[config.mk]
export PLATFORM = sky130hd
export DESIGN_NAME = cramt_ram
export DESIGN_NICKNAME = d
export VERILOG_FILES = /design/src/rtl/core/cramt_ram.sv
export SDC_FILE = /design/constraint.sdc
export NUM_CORES = 1
export LEC_CHECK = 0
export ABC_AREA = 1
export BUFFER_PORTS_ARGS = -buffer_cell sky130_fd_sc_hd__buf_4
export CAP_MARGIN = 20
export CORE_MARGIN = 3
export CORE_UTILIZATION = 54
export DETAILED_ROUTE_END_ITERATION = 12
export MAX_ROUTING_LAYER = met4
export PLACE_DENSITY = 0.74
export SYNTH_ARGS = -nofsm -noshare
export SYNTH_HDL_FRONTEND = slang
export SYNTH_SLANG_ARGS = --single-unit
[constraint.sdc]
create_clock -name clk -period 1.45 [get_ports clk]
set_input_delay 0.0725 -clock clk [delete_from_list [all_inputs] [get_ports clk]]
set_output_delay 0.0725 -clock clk [all_outputs]
set_load 0.005 [all_outputs]
[src/rtl/core/cramt_ram.sv]
`timescale 1ns / 1ps
// Generic single-write, single-read memory with a registered read port.
// No dependencies.
module cramt_ram #(
	parameter int WIDTH = 8,
	parameter int DEPTH = 16
) (
	input  logic                     clk,
	input  logic                     we,
	input  logic [$clog2(DEPTH)-1:0] waddr,
	input  logic [WIDTH-1:0]         wdata,
	input  logic                     re,
	input  logic [$clog2(DEPTH)-1:0] raddr,
	output logic [WIDTH-1:0]         rdata
);

	logic [WIDTH-1:0] mem_q [DEPTH];
	logic [WIDTH-1:0] rdata_q;

	always_ff @(posedge clk) begin
		if (we) begin
			mem_q[waddr] <= wdata;
		end
		if (re) begin
			rdata_q <= mem_q[raddr];
		end
	end

	assign rdata = rdata_q;

endmodule

Word level (Yosys, flattened, before mapping)
Memories as Yosys holds them, arrays and structs flattened. A register that Yosys moved wholly into a read port is not among the register bits. Cells that the tools add are included.

$add $sub $neg: 0. $mul: 0. Divide/modulo/power cells: 0. Magnitude comparators: 0. Equality and inequality tests: 0. Shift-type cells: 0. Muxes and demuxes: 2. Bitwise gates (word level): 0. Reduce and logical (&&, ||, !) cells: 0.

Operators by type and width (count): 2-to-1 mux 1 bit (2).

Register bits: 0. Bits in latches: 0. Memory bits (writable): 128. ROM bits: 0. Input bits: 19. Output and inout port bits: 8. Memories: 1.

Memory list: mem_q (depth 16, width 8, rd ports 1, clocked after Yosys merged registers in 1, wr ports 1, line 17) `logic [WIDTH-1:0] mem_q [DEPTH];`.

Longest topological paths before layout
Depth in word-level cells: 2. Gate-level depth with buffers: 8. Gate-level depth less buffers: 7.

Worst setup path before layout
OpenSTA, ideal clock, no wires.

Path kind: in2reg. Start point: in waddr[2]. End point: mem mem_q[10][0] (enable). Library setup time: 0.370 ns. Arrival: 0.653 ns. Path slack: 0.427 ns. Stages on the path: 2. Buffers on the path: 0. Path through: nand3b_1 nor2_1.

RTL lines: start: declaration (line 10) `input logic [$clog2(DEPTH)-1:0] waddr,`; end: declaration (line 17).

Straight into the memory's write port.

==> metrics.cfg <==
[cells_and_area]
layout_commonest_cell=nand2_1
num_antenna_cells=0
num-fill-cells=801
drive_above_1_share=0.126
layout.nets=625
area_growth_pct=18.1
layout_common_cells=173 x nand2_1, 136 x edfxtp_1, 100 x inv_1

[sta]
slew_viol_final=0
fin_crit_sh=0.818
worstMarginPinSlew_ns=0.404
timing.fmax_mhz=843
min_period_ns=1.19
setup_viol=0
fin_worst_skew_ns=0.00412
rsz0062_at_grt=false
tns_ns=0
hold_violations=0
maxSlewHeadroom=0.730

[power]
power.total_mw=8.92
swShare=0.212
leakagePower_nw=3.00
cellInternalPower_mw=7.03
p_per_area_nw_per_um2=1290
pwr-share-clk=0.434
p_sw_mw=1.89
max-vdd-ir-drop_mv=0.824
p_comb_frac=0.066
p_seq_frac=0.500

[worst_hold_path]
holdPathStages=4
min_from=we
min_to=mem_q[3][2]$_DFFE_PP_
hp-class=primary input to flop

[clock_network]
cts_buffers=17
path_clk_slew_ns=0.06
post_cts_buffers=0
clk_latency_ns=0.52
cts_tree=yes
clockRootBuffer=clkbuf_8
cts.sinks=136
clock_path_buffers=2
cts_htree_levels=4

[yosys]
yosys.area.top_type=edfxtp_1
synth.top_cell.area_share=0.698
synth.avg_cell_area_um2=10.6
yosys_warnings=0
ys_types=11
ys_seq_area_frac=0.698
netlist_area_um2=5850
syn_inst=551
synthesis.nets=570
ys_ff_latch=136
synth.area.top_cells=edfxtp_1 70%, nand2_1 11%, nand3_1 8.3%

[floorplanning]
die_h_um=110
dieArea_um2=12100
rows=37
start_util=0.561
core_um2=10400
fp.dieW_um=110
io_pins=27

[route]
postRouteAntennaNets=0
viasPerCell=5.25
wire_per_inst_um=17.4
dr.pass1.iters=5
drtIter0Drc=405
drc=0
vias=3959
wl_um=13100

[critical_path]
reg2reg_from=mem_q[14][6]$_DFFE_PP_
timing.rr.end=rdata[6]$_DFFE_PP_
critical_path_arrival_ns=1.45
crit_cells=6
reg2reg_slack_ns=0.26
crit_family=simple AND/OR/NAND/NOR gates
setup.worst_path.start_class=flop
r2r_cells=6
critPathCaptureType=flop
worstPathMaxFanout=1
slowest_stage=edfxtp_1
cp_num_buf_inv=1
path_class=flop to flop
critPathLaunch=mem_q[14][6]$_DFFE_PP_
slowest_delay_ns=0.35
path_cells=inv_1 -> nand2_1 -> nand3_1 -> nand3_1 -> nand3_1 -> nand2_1
critPathRequiredTime_ns=1.72
path_common_cell=nand3_1

[status]
status=finished, final reports clean

[run]
cap_violations=0

[global_route]
grt_util_all_layers=0.244
grt_start_max_net_pins=65
antenna_found_initial=0
gr-total-overflow=0
grt_first_pass_wirelength_um=20400
grt_pass1_vias=3863

[placement]
numPortBuffers=26
place_congestion=0.813
post-dp-hpwl_um=7920

## power groups by stage
| stage | Combinational, mW | Sequential (mW) | Clock [mW] |
|---|---|---|---|
| final | 0.592 | 4.46 | 3.87 |
| after global routing | 0.653 | 4.46 | 4.12 |
| after CTS | 0.591 | 4.46 | 3.90 |
| after detailed placement | 0.564 | 4.54 | 0 |
| after global placement | 0.549 | 4.53 | 0 |
| after floorplan | 0.310 | 4.53 | 0 |
## worst register-to-register path: stages (launching register included)
cell      delay (ns)
edfxtp_1        0.35
inv_1           0.08
nand2_1         0.07
nand3_1         0.09
nand3_1         0.10
nand3_1         0.16
nand2_1         0.08
## registers in the layout, indices dropped and copies added, names as in the netlist
name	flops
rdata	8
mem_q	128
## cell type report
type	count	area, um2	share of cell area
clock inverter	13	113	0.0163
clock buffer	18	418	0.0605
multi-input combinational	289	1210	0.176
timing repair buffer	60	526	0.0761
tap	136	170	0.0246
sequential	136	4080	0.591
inverter	102	383	0.0554
## worst max-delay path by stage
stage                                   to  slack, ns
global placement        rdata[6]$_DFFE_PP_       0.20
global route            rdata[6]$_DFFE_PP_       0.20
finish                  rdata[6]$_DFFE_PP_       0.26
detailed placement      rdata[6]$_DFFE_PP_       0.15
floorplan           mem_q[10][0]$_DFFE_PP_       0.43
CTS                     rdata[4]$_DFFE_PP_       0.25
## logic make-up after synthesis
| logic type | share of synthesized area |
|---|---|
| and+or+nand+nor | 0.208 |
| DFF | 0.698 |
| buffers and inverters | 0.0939 |
## metal layers
| metal | vias up | global-route usage | wire (um) |
|---|---|---|---|
| li1 | 1890 | - | - |
| met1 | 1869 | 0.321 | 5400 |
| met2 | 184 | 0.366 | 6400 |
| met3 | 16 | 0.0623 | 1040 |
| met4 | 0 | 0.0971 | 257 |
| met5 | - | - | 0 |
## through the flow
stage	hold WS (ns)	utilization	area (um2)	worst slack [ns]	instances
finish	0.166	0.663	6910	0.264	754
global placement	0.377	0.603	6280	0.205	713
global route	0.175	0.663	6910	0.197	754
floorplan	0.171	-	5850	0.427	551
CTS	0.153	0.663	6910	0.252	754
detailed placement	0.377	0.603	6280	0.145	713
## synthesized netlist by cell type, drive strengths merged
| library cell | count |
|---|---|
| nand2 | 173 |
| edfxtp | 136 |
| inv | 102 |
| nand3 | 97 |
| buf | 24 |
| nor2 | 17 |
| nand3b | 2 |
## timing repair
| action | in CTS | in global routing |
|---|---|---|
| hold buffers | 10 | 0 |
| resized for setup | 0 | 0 |
| endpoints found under the hold margin | 142 | 0 |
Power figures use the tool's default switching activity.
