`src/rtl/core/cramt_pkg.sv`:
```
`timescale 1ns / 1ps
// Shared types, constants and helper functions of the circular range add and minimum tree.
// No dependencies; the core and the divider refer to this package by scoped names.
package cramt_pkg;

	localparam int LEAF_BITS    = 10;
	localparam int NODE_BITS    = LEAF_BITS + 1;
	localparam int LEVEL_BITS   = 4;
	localparam int MAX_ELEMENTS = 1 << LEAF_BITS;
	localparam int NODE_COUNT   = 2 * MAX_ELEMENTS;
	localparam int LAST_LEVEL   = LEAF_BITS - 1;
	localparam int VALUE_WIDTH  = 48;
	localparam int SIZE_WIDTH   = 11;
	localparam int COORD_WIDTH  = 12;
	localparam int CMD_WIDTH    = 2;
	localparam int DIV_STEPS    = COORD_WIDTH;
	localparam int STEP_BITS    = 4;

	localparam logic [SIZE_WIDTH-1:0] SIZE_RESET = SIZE_WIDTH'(MAX_ELEMENTS);

	typedef enum logic [CMD_WIDTH-1:0] {
		CMD_LOAD  = 2'd0,
		CMD_ADD   = 2'd1,
		CMD_QUERY = 2'd2
	} cmd_t;

	typedef enum logic [4:0] {
		ST_CLEAR,
		ST_IDLE,
		ST_WRAP,
		ST_PASS,
		ST_ROOT_RD,
		ST_ROOT_DO,
		ST_D_SEL,
		ST_D_PAR,
		ST_D_CRD,
		ST_D_CWR,
		ST_D_CAP,
		ST_LEAF,
		ST_U_SEL,
		ST_U_RD1,
		ST_U_WR,
		ST_PASS_END,
		ST_FINISH
	} state_t;

	typedef struct packed {
		logic signed [VALUE_WIDTH-1:0] pend;
		logic [LEAF_BITS-1:0]          arg;
		logic signed [VALUE_WIDTH-1:0] mn;
	} node_t;

	typedef struct packed {
		logic                 done;
		logic [LEAF_BITS-1:0] left_pos;
		logic [LEAF_BITS-1:0] right_pos;
	} div_res_t;

	function automatic logic signed [VALUE_WIDTH-1:0] sat_add(
		logic signed [VALUE_WIDTH-1:0] a,
		logic signed [VALUE_WIDTH-1:0] b
	);
		logic signed [VALUE_WIDTH:0] s;
		s = {a[VALUE_WIDTH-1], a} + {b[VALUE_WIDTH-1], b};
		if (s[VALUE_WIDTH] != s[VALUE_WIDTH-1]) begin
			return s[VALUE_WIDTH] ? {1'b1, {(VALUE_WIDTH-1){1'b0}}}
			                      : {1'b0, {(VALUE_WIDTH-1){1'b1}}};
		end
		return s[VALUE_WIDTH-1:0];
	endfunction

	function automatic node_t apply_add(node_t n, logic signed [VALUE_WIDTH-1:0] a);
		node_t r;
		r      = n;
		r.mn   = sat_add(n.mn, a);
		r.pend = sat_add(n.pend, a);
		return r;
	endfunction

	function automatic logic [NODE_BITS-1:0] path_node(
		logic [LEAF_BITS-1:0]  pos,
		logic [LEVEL_BITS-1:0] lvl
	);
		logic [NODE_BITS-1:0] leaf;
		leaf = {1'b1, pos};
		return leaf >> (LEVEL_BITS'(LEAF_BITS) - lvl);
	endfunction

	function automatic logic [LEAF_BITS-1:0] first_leaf(
		logic [NODE_BITS-1:0]  node,
		logic [LEVEL_BITS-1:0] lvl
	);
		logic [NODE_BITS-1:0] sh;
		sh = node << (LEVEL_BITS'(LEAF_BITS) - lvl);
		return sh[LEAF_BITS-1:0];
	endfunction

	function automatic logic [LEAF_BITS-1:0] span_mask(logic [LEVEL_BITS-1:0] lvl);
		logic [NODE_BITS-1:0] m;
		m = (NODE_BITS'(1) << (LEVEL_BITS'(LEAF_BITS) - lvl)) - NODE_BITS'(1);
		return m[LEAF_BITS-1:0];
	endfunction

	function automatic logic [LEAF_BITS-1:0] clear_arg(logic [NODE_BITS-1:0] node);
		logic [NODE_BITS-1:0] sh;
		logic                 hit;
		sh  = '0;
		hit = 1'b0;
		for (int i = 0; i < NODE_BITS; i++) begin
			if (!hit && node[NODE_BITS-1-i]) begin
				sh  = node << i;
				hit = 1'b1;
			end
		end
		return sh[LEAF_BITS-1:0];
	endfunction

endpackage

```
`src/rtl/core/cramt_div.sv`:
```
`timescale 1ns / 1ps
// Bit-serial reduction of both signed bounds modulo the active size, one bit a cycle.
// Depends on cramt_pkg.
module cramt_div (
	input  logic                                   clk,
	input  logic                                   arst_n,
	input  logic                                   start,
	input  logic signed [cramt_pkg::COORD_WIDTH-1:0] left,
	input  logic signed [cramt_pkg::COORD_WIDTH-1:0] right,
	input  logic [cramt_pkg::SIZE_WIDTH-1:0]       modulus,
	output cramt_pkg::div_res_t                    res
);

	logic                                 busy_q;
	logic                                 done_q;
	logic [cramt_pkg::STEP_BITS-1:0]      cnt_q;
	logic [cramt_pkg::SIZE_WIDTH-1:0]     n_q;
	logic [cramt_pkg::COORD_WIDTH-1:0]    mag_q   [2];
	logic [cramt_pkg::LEAF_BITS-1:0]      rem_q   [2];
	logic                                 neg_q   [2];
	logic [cramt_pkg::LEAF_BITS-1:0]      pos_q   [2];
	logic [cramt_pkg::SIZE_WIDTH-1:0]     trial   [2];
	logic [cramt_pkg::SIZE_WIDTH-1:0]     fixed   [2];
	logic [cramt_pkg::COORD_WIDTH-1:0]    num     [2];

	assign num[0] = left;
	assign num[1] = right;

	always_comb begin
		for (int i = 0; i < 2; i++) begin
			trial[i] = {rem_q[i], mag_q[i][cramt_pkg::COORD_WIDTH-1]};
			fixed[i] = n_q - {1'b0, rem_q[i]};
		end
	end

	always_ff @(posedge clk or negedge arst_n) begin
		if (!arst_n) begin
			busy_q <= 1'b0;
			done_q <= 1'b0;
			cnt_q  <= '0;
		end else begin
			done_q <= 1'b0;
			if (start) begin
				busy_q <= 1'b1;
				cnt_q  <= '0;
			end else if (busy_q) begin
				if (cnt_q == cramt_pkg::STEP_BITS'(cramt_pkg::DIV_STEPS)) begin
					busy_q <= 1'b0;
					done_q <= 1'b1;
				end else begin
					cnt_q <= cnt_q + 1'b1;
				end
			end
		end
	end

	always_ff @(posedge clk) begin
		if (start) begin
			n_q <= modulus;
			for (int i = 0; i < 2; i++) begin
				neg_q[i] <= num[i][cramt_pkg::COORD_WIDTH-1];
				mag_q[i] <= num[i][cramt_pkg::COORD_WIDTH-1] ? (~num[i] + 1'b1) : num[i];
				rem_q[i] <= '0;
			end
		end else if (busy_q) begin
			for (int i = 0; i < 2; i++) begin
				if (cnt_q == cramt_pkg::STEP_BITS'(cramt_pkg::DIV_STEPS)) begin
					pos_q[i] <= (neg_q[i] && rem_q[i] != '0)
						? fixed[i][cramt_pkg::LEAF_BITS-1:0] : rem_q[i];
				end else begin
					mag_q[i] <= mag_q[i] << 1;
					if (trial[i] >= n_q) begin
						rem_q[i] <= cramt_pkg::LEAF_BITS'(trial[i] - n_q);
					end else begin
						rem_q[i] <= trial[i][cramt_pkg::LEAF_BITS-1:0];
					end
				end
			end
		end
	end

	assign res.done      = done_q;
	assign res.left_pos  = pos_q[0];
	assign res.right_pos = pos_q[1];

endmodule
```
`config.mk`:
```
export PLATFORM = sky130hd
export DESIGN_NAME = cramt_div
export DESIGN_NICKNAME = d
export VERILOG_FILES = /design/src/rtl/core/cramt_pkg.sv /design/src/rtl/core/cramt_div.sv
export SDC_FILE = /design/constraint.sdc
export NUM_CORES = 1
export LEC_CHECK = 0
export CORE_UTILIZATION = 30
export DETAILED_ROUTE_END_ITERATION = 10
export DONT_BUFFER_PORTS = 1
export GPL_TIMING_DRIVEN = 1
export REMOVE_ABC_BUFFERS = 1
export SETUP_SLACK_MARGIN = 0.2
export SLEW_MARGIN = 20
export SYNTH_ARGS = -nofsm -noshare
export SYNTH_HDL_FRONTEND = slang
export SYNTH_SLANG_ARGS = --single-unit
```
`constraint.sdc`:
```
create_clock -name clk -period 2.7 [get_ports clk]
set_clock_uncertainty 0.1 [all_clocks]
set_input_delay 0.54 -clock clk [delete_from_list [all_inputs] [get_ports clk]]
set_output_delay 0.54 -clock clk [all_outputs]
set_load 0.02 [all_outputs]
```
* Word level (Yosys, flattened, before mapping)
Memory sizes are Yosys's and may differ from the RTL's.
Index checks and enable logic that the tools add are counted.
W data, S select, Z words.
** Storage, ports and cells
- Register bits after elaboration :: 17
- Memory bits (writable) :: 66
- Input bits :: 38
- Output and inout bits :: 21
- Word-level logic and storage cells :: 77
- Memories kept :: 4
** Cells by class
- Add/sub/neg operators :: 7
- Order comparisons :: 2
- Equality and inequality tests :: 2
- Multiplexer cells :: 44
- Bitwise logic cells :: 8
- Reduce and logical (&&, ||, !) cells :: 6
** Memories
- mag_q :: words 2, width 12, rd ports 2, clocked after Yosys merged registers in 0, wr ports 2, line cramt_div.sv:18 : logic [cramt_pkg::COORD_WIDTH-1:0] mag_q [2];
- pos_q :: words 2, width 10, rd ports 2, clocked after Yosys merged registers in 0, wr ports 2, line cramt_div.sv:21 : logic [cramt_pkg::LEAF_BITS-1:0] pos_q [2];
- rem_q :: words 2, width 10, rd ports 2, clocked after Yosys merged registers in 0, wr ports 2, line cramt_div.sv:19 : logic [cramt_pkg::LEAF_BITS-1:0] rem_q [2];
- neg_q :: words 2, width 1, rd ports 2, clocked after Yosys merged registers in 0, wr ports 2, line cramt_div.sv:20 : logic neg_q [2];
** Operator list (count)
- $mux W10 :: 6
- $mux W12 :: 4
- $sub A10 B10 Y10 :: 4
- $mux W1 :: 31
- $add A12 B1 Y12 const B :: 2
- $not A12 Y12 :: 2
- $ge A11 B11 Y1 :: 2
- $reduce_bool A10 Y1 :: 2
- $mux W4 :: 3
- $or A1 B1 Y1 :: 6
- $add A4 B1 Y4 const B :: 1
- $eq A4 B4 Y1 const B :: 1
- $logic_and A1 B1 Y1 :: 2
- $ne A2 B2 Y1 const B :: 1
- $reduce_and A2 Y1 :: 1
- $reduce_bool A2 Y1 :: 1

* Longest topological paths before layout
- Depth after elaboration :: 8
- Depth in mapped cells :: 10
- Mapped depth without buffers :: 9

* Worst setup path after synthesis
No wires, ideal clock.
- Kind :: register -> register
- Start :: reg n_q[1] in the netlist's numbering
- End :: mem rem_q[0][6] in the netlist's numbering (data pin)
- Setup time :: 158 ps
- Arrival time :: 2171 ps
- Required time :: 2442 ps
- Slack :: 271 ps
- Cell stages (with the launch flop) :: 9
- Path buffers :: 0
- Period minus slack after synthesis :: 2429 ps
- Cell sequence :: edfxtp_1 inv_1 ha_1 nor2b_1 o211ai_1 a21o_1 o211a_1 or4_1 o211ai_1
** RTL lines
- start: declaration :: line cramt_div.sv:17 : logic [cramt_pkg::SIZE_WIDTH-1:0] n_q;
- start signal: assignment :: line cramt_div.sv:59 : n_q <= modulus;
- end: declaration :: line cramt_div.sv:19

==> metrics.yaml <==
die:
  coreArea_sq_um: 18710
  pin_count: 59
  design.die.area_sq_um: 19590
  placementRows: 50
  die-height_microns: 140.0
  fp.dieW_microns: 140.0
  start_util: 0.3054
clocking:
  root_buffer: "clkbuf_16"
  htree_levels: 3
  cts_max_path_buffers: 2
  path_clk_slew_ps: 60
  clk_latency_ps: 350
  cts_tree: "built"
  cts_buffers: 9
  clock-sinks: 83
synthesis:
  synth_cells: 576
  synth_enable_flop_cells: 77
  yosys_warnings: 0
  seq_area_frac_synth: 0.4311
  synthTopCellsByArea: "edfxtp_1 (40%), ha_1 (9.6%), xor2_1 (4.3%)"
  synth_cell_type_count: 61
  synth_seq_cells: 83
  synth.avg_cell_area_sq_um: 9.916
  synth_commonest_cells: "edfxtp_1 (77), nand2_1 (62), o21ai_0 (47)"
  yosysTopAreaCell: "edfxtp_1"
  ys.flop_type: "edfxtp_1"
  synthArstFlopShare: 0.07229
  yosysMostFrequentCell: "edfxtp_1"
  synth_top_area_frac: 0.4048
  netlist_area_sq_um: 5712
pwr:
  power_per_cell_area_nw_per_um2: 672.8
  max-vdd-ir-drop_mv: 0.3381
  p_total_w: 0.004583
  leakagePower_nw: 2.682
timing:
  fmax_mhz: 400.2
  finalHoldViolCount: 0
  min_period_over_period: 0.9254
  drv_slew: 0
  max_slew.worst_pin.slew_ps: 839.4
  fin_setup_tns_ps: 0
  finalSetupViolCount: 0
  slew_headroom: 0.4330
  period_needed_ps: 2499
  grt_setup_unrepaired: "true"
worst_setup_path:
  cp-end-kind: "register"
  critPathSlowestCell: "edfxtp_1"
  crit_type: "register to register"
  critPathRequiredTime_ps: 2760
  slowest_delay_ps: 430
  start_kind: "register"
  worst_path_most_repeated_cell: "nor2_1"
  worst-path-buf-inv: 2
  worstPathCellList: "inv_1, ha_1, o21a_1, nor2_1, a21o_1, buf_4, o211ai_4, nor2_1, a211oi_1"
  cp_top_family: "compound AO/OA/AOI/OAI gates"
  crit_path_max_fanout: 7
  critPathArrivalTime_ps: 2550
global_route:
  grt_max_degree: 54
  grt_pass1_wl_mm: 21.29
  first_global_vias: 4069
  track_usage: 0.1389
  antenna_found_initial: 3
  gr-total-overflow: 0
min_path:
  min_path_type: "input port to register"
outcome:
  status: "finished, final reports clean"
routing:
  viasPerCell: 5.167
  drt_wl_total_mm: 13.79
  drc: 0
  drtIter0Drc: 246
  post_drt_wl_per_cell_microns: 16.10
  ant_nets: 0
  drt_pre_antenna_iters: 5
  vias: 4428
layout:
  syn_to_final_growth_pct: 19.26
  fillCellCount: 1830
  fin_nets: 701
  drive_above_1_share: 0.1790
placement:
  place_hpwl_mm: 9.985
  gp_congestion: 0.8851
  place.port_buffers: 0
job:
  maxCapViolations: 0
## where the power goes
part	total (W)	internal, W	switching (W)	leakage [nW]
Clock	0.00122	0.000713	0.000504	0.133
Sequential	0.00169	0.00159	0.000101	0.893
Combinational	0.00168	0.000783	0.000895	1.66
Total	0.00458	0.00308	0.00150	2.68
## layout by cell type (no fill, tap or decap), drive strengths merged, types with 6 or more instances in the layout
cell     n
ha      44
xnor2   14
nor2b   10
o21ai   47
nand3   15
xor2    28
o211ai   6
o31ai    8
nor4     6
nor3    14
a211oi   8
nor2    41
clkbuf  11
buf     43
nand4    7
nand2   62
dfrtp    6
a21oi   23
edfxtp  77
nand2b   7
o21a     8
inv     44
or3      8
mux2i   13
## routing by layer
metal	part of all wire	track usage	routed length, microns	vias up
li1	-	-	-	2189
met1	0.47	0.1909	6468	2087
met2	0.44	0.2129	6085	135
met3	0.077	0.04171	1064	15
met4	0.012	0.03297	165	2
met5	0.00072	0	10	-
## registers in the layout (all words and copies together) (netlist names)
name and cells:
busy_q 1, cnt_q 4, done_q 1, mag_q 24
n_q 11, neg_q 2, pos_q 20, rem_q 20
## metrics by stage
step	instance area [sq um]	std cells	hold slack, ps	util	setup slack (ps)
floorplan	5619	559	144.4	-	-566.8
global placement	6070	811	144.8	0.3245	56.89
detailed placement	6070	811	144.7	0.3245	67.68
CTS	6446	833	164.5	0.3446	159.1
global route	6804	854	165.2	0.3637	125.9
finish	6812	857	178.5	0.3641	201.5
## logic make-up (layout without fill, tap and decap cells)
logic type | after synthesis | count (layout) | synth area share
AND/OR/NAND/NOR | 195 | 195 | 0.1722
multiplexers | 16 | 16 | 0.02870
AO/OA/AOI/OAI | 131 | 132 | 0.1481
XOR/XNOR | 42 | 42 | 0.06440
flip-flops | 83 | 83 | 0.4311
other | 0 | 3 | 0
buffers and inverters | 61 | 104 | 0.04513
adder cells (fa/ha/maj) | 48 | 48 | 0.1104
## final timing paths
path | end | slack (ps) | startpoint | depth (start not counted)
worst max-delay path | rem_q[0][0] | 200 | n_q[5] | 9
worst min-delay path | cnt_q[3] | 180 | start | 1
worst max register to register | rem_q[0][0] | 200 | n_q[5] | 9
worst min register to register | mag_q[0][11] | 420 | mag_q[0][10] | 2
max in group asynchronous | cnt_q[2] | 1860 | arst_n | 1
min in group asynchronous | cnt_q[0] | 410 | arst_n | 1
## worst register-to-register path, cell delays in order, from the launching register on
cell	delay (ps)
edfxtp_1	430
inv_1	120
ha_1	430
o21a_1	190
nor2_1	50
a21o_1	210
buf_4	160
o211ai_4	300
nor2_1	70
a211oi_1	260
## layout make-up
class	count	area [sq um]	share of cell area
multi-input combinational	433	3242	0.4759
inverter	44	167.7	0.02461
clock inverter	5	53.80	0.007899
clock buffer	11	232.7	0.03417
tap	234	292.8	0.04298
antenna	3	7.507	0.001102
sequential	83	2462	0.3615
timing repair buffer	44	352.8	0.05180
## timing repair
item | in CTS | in global routing
setup endpoints to repair | 12 | 25
setup buffers | 5 | 20
hold endpoints to repair | 6 | 0
gates cloned | 0 | 1
pin swaps | 5 | 18
hold buffers | 1 | 0
gates resized for setup | 12 | 45
Note: power is estimated with default switching activity, not from simulation.
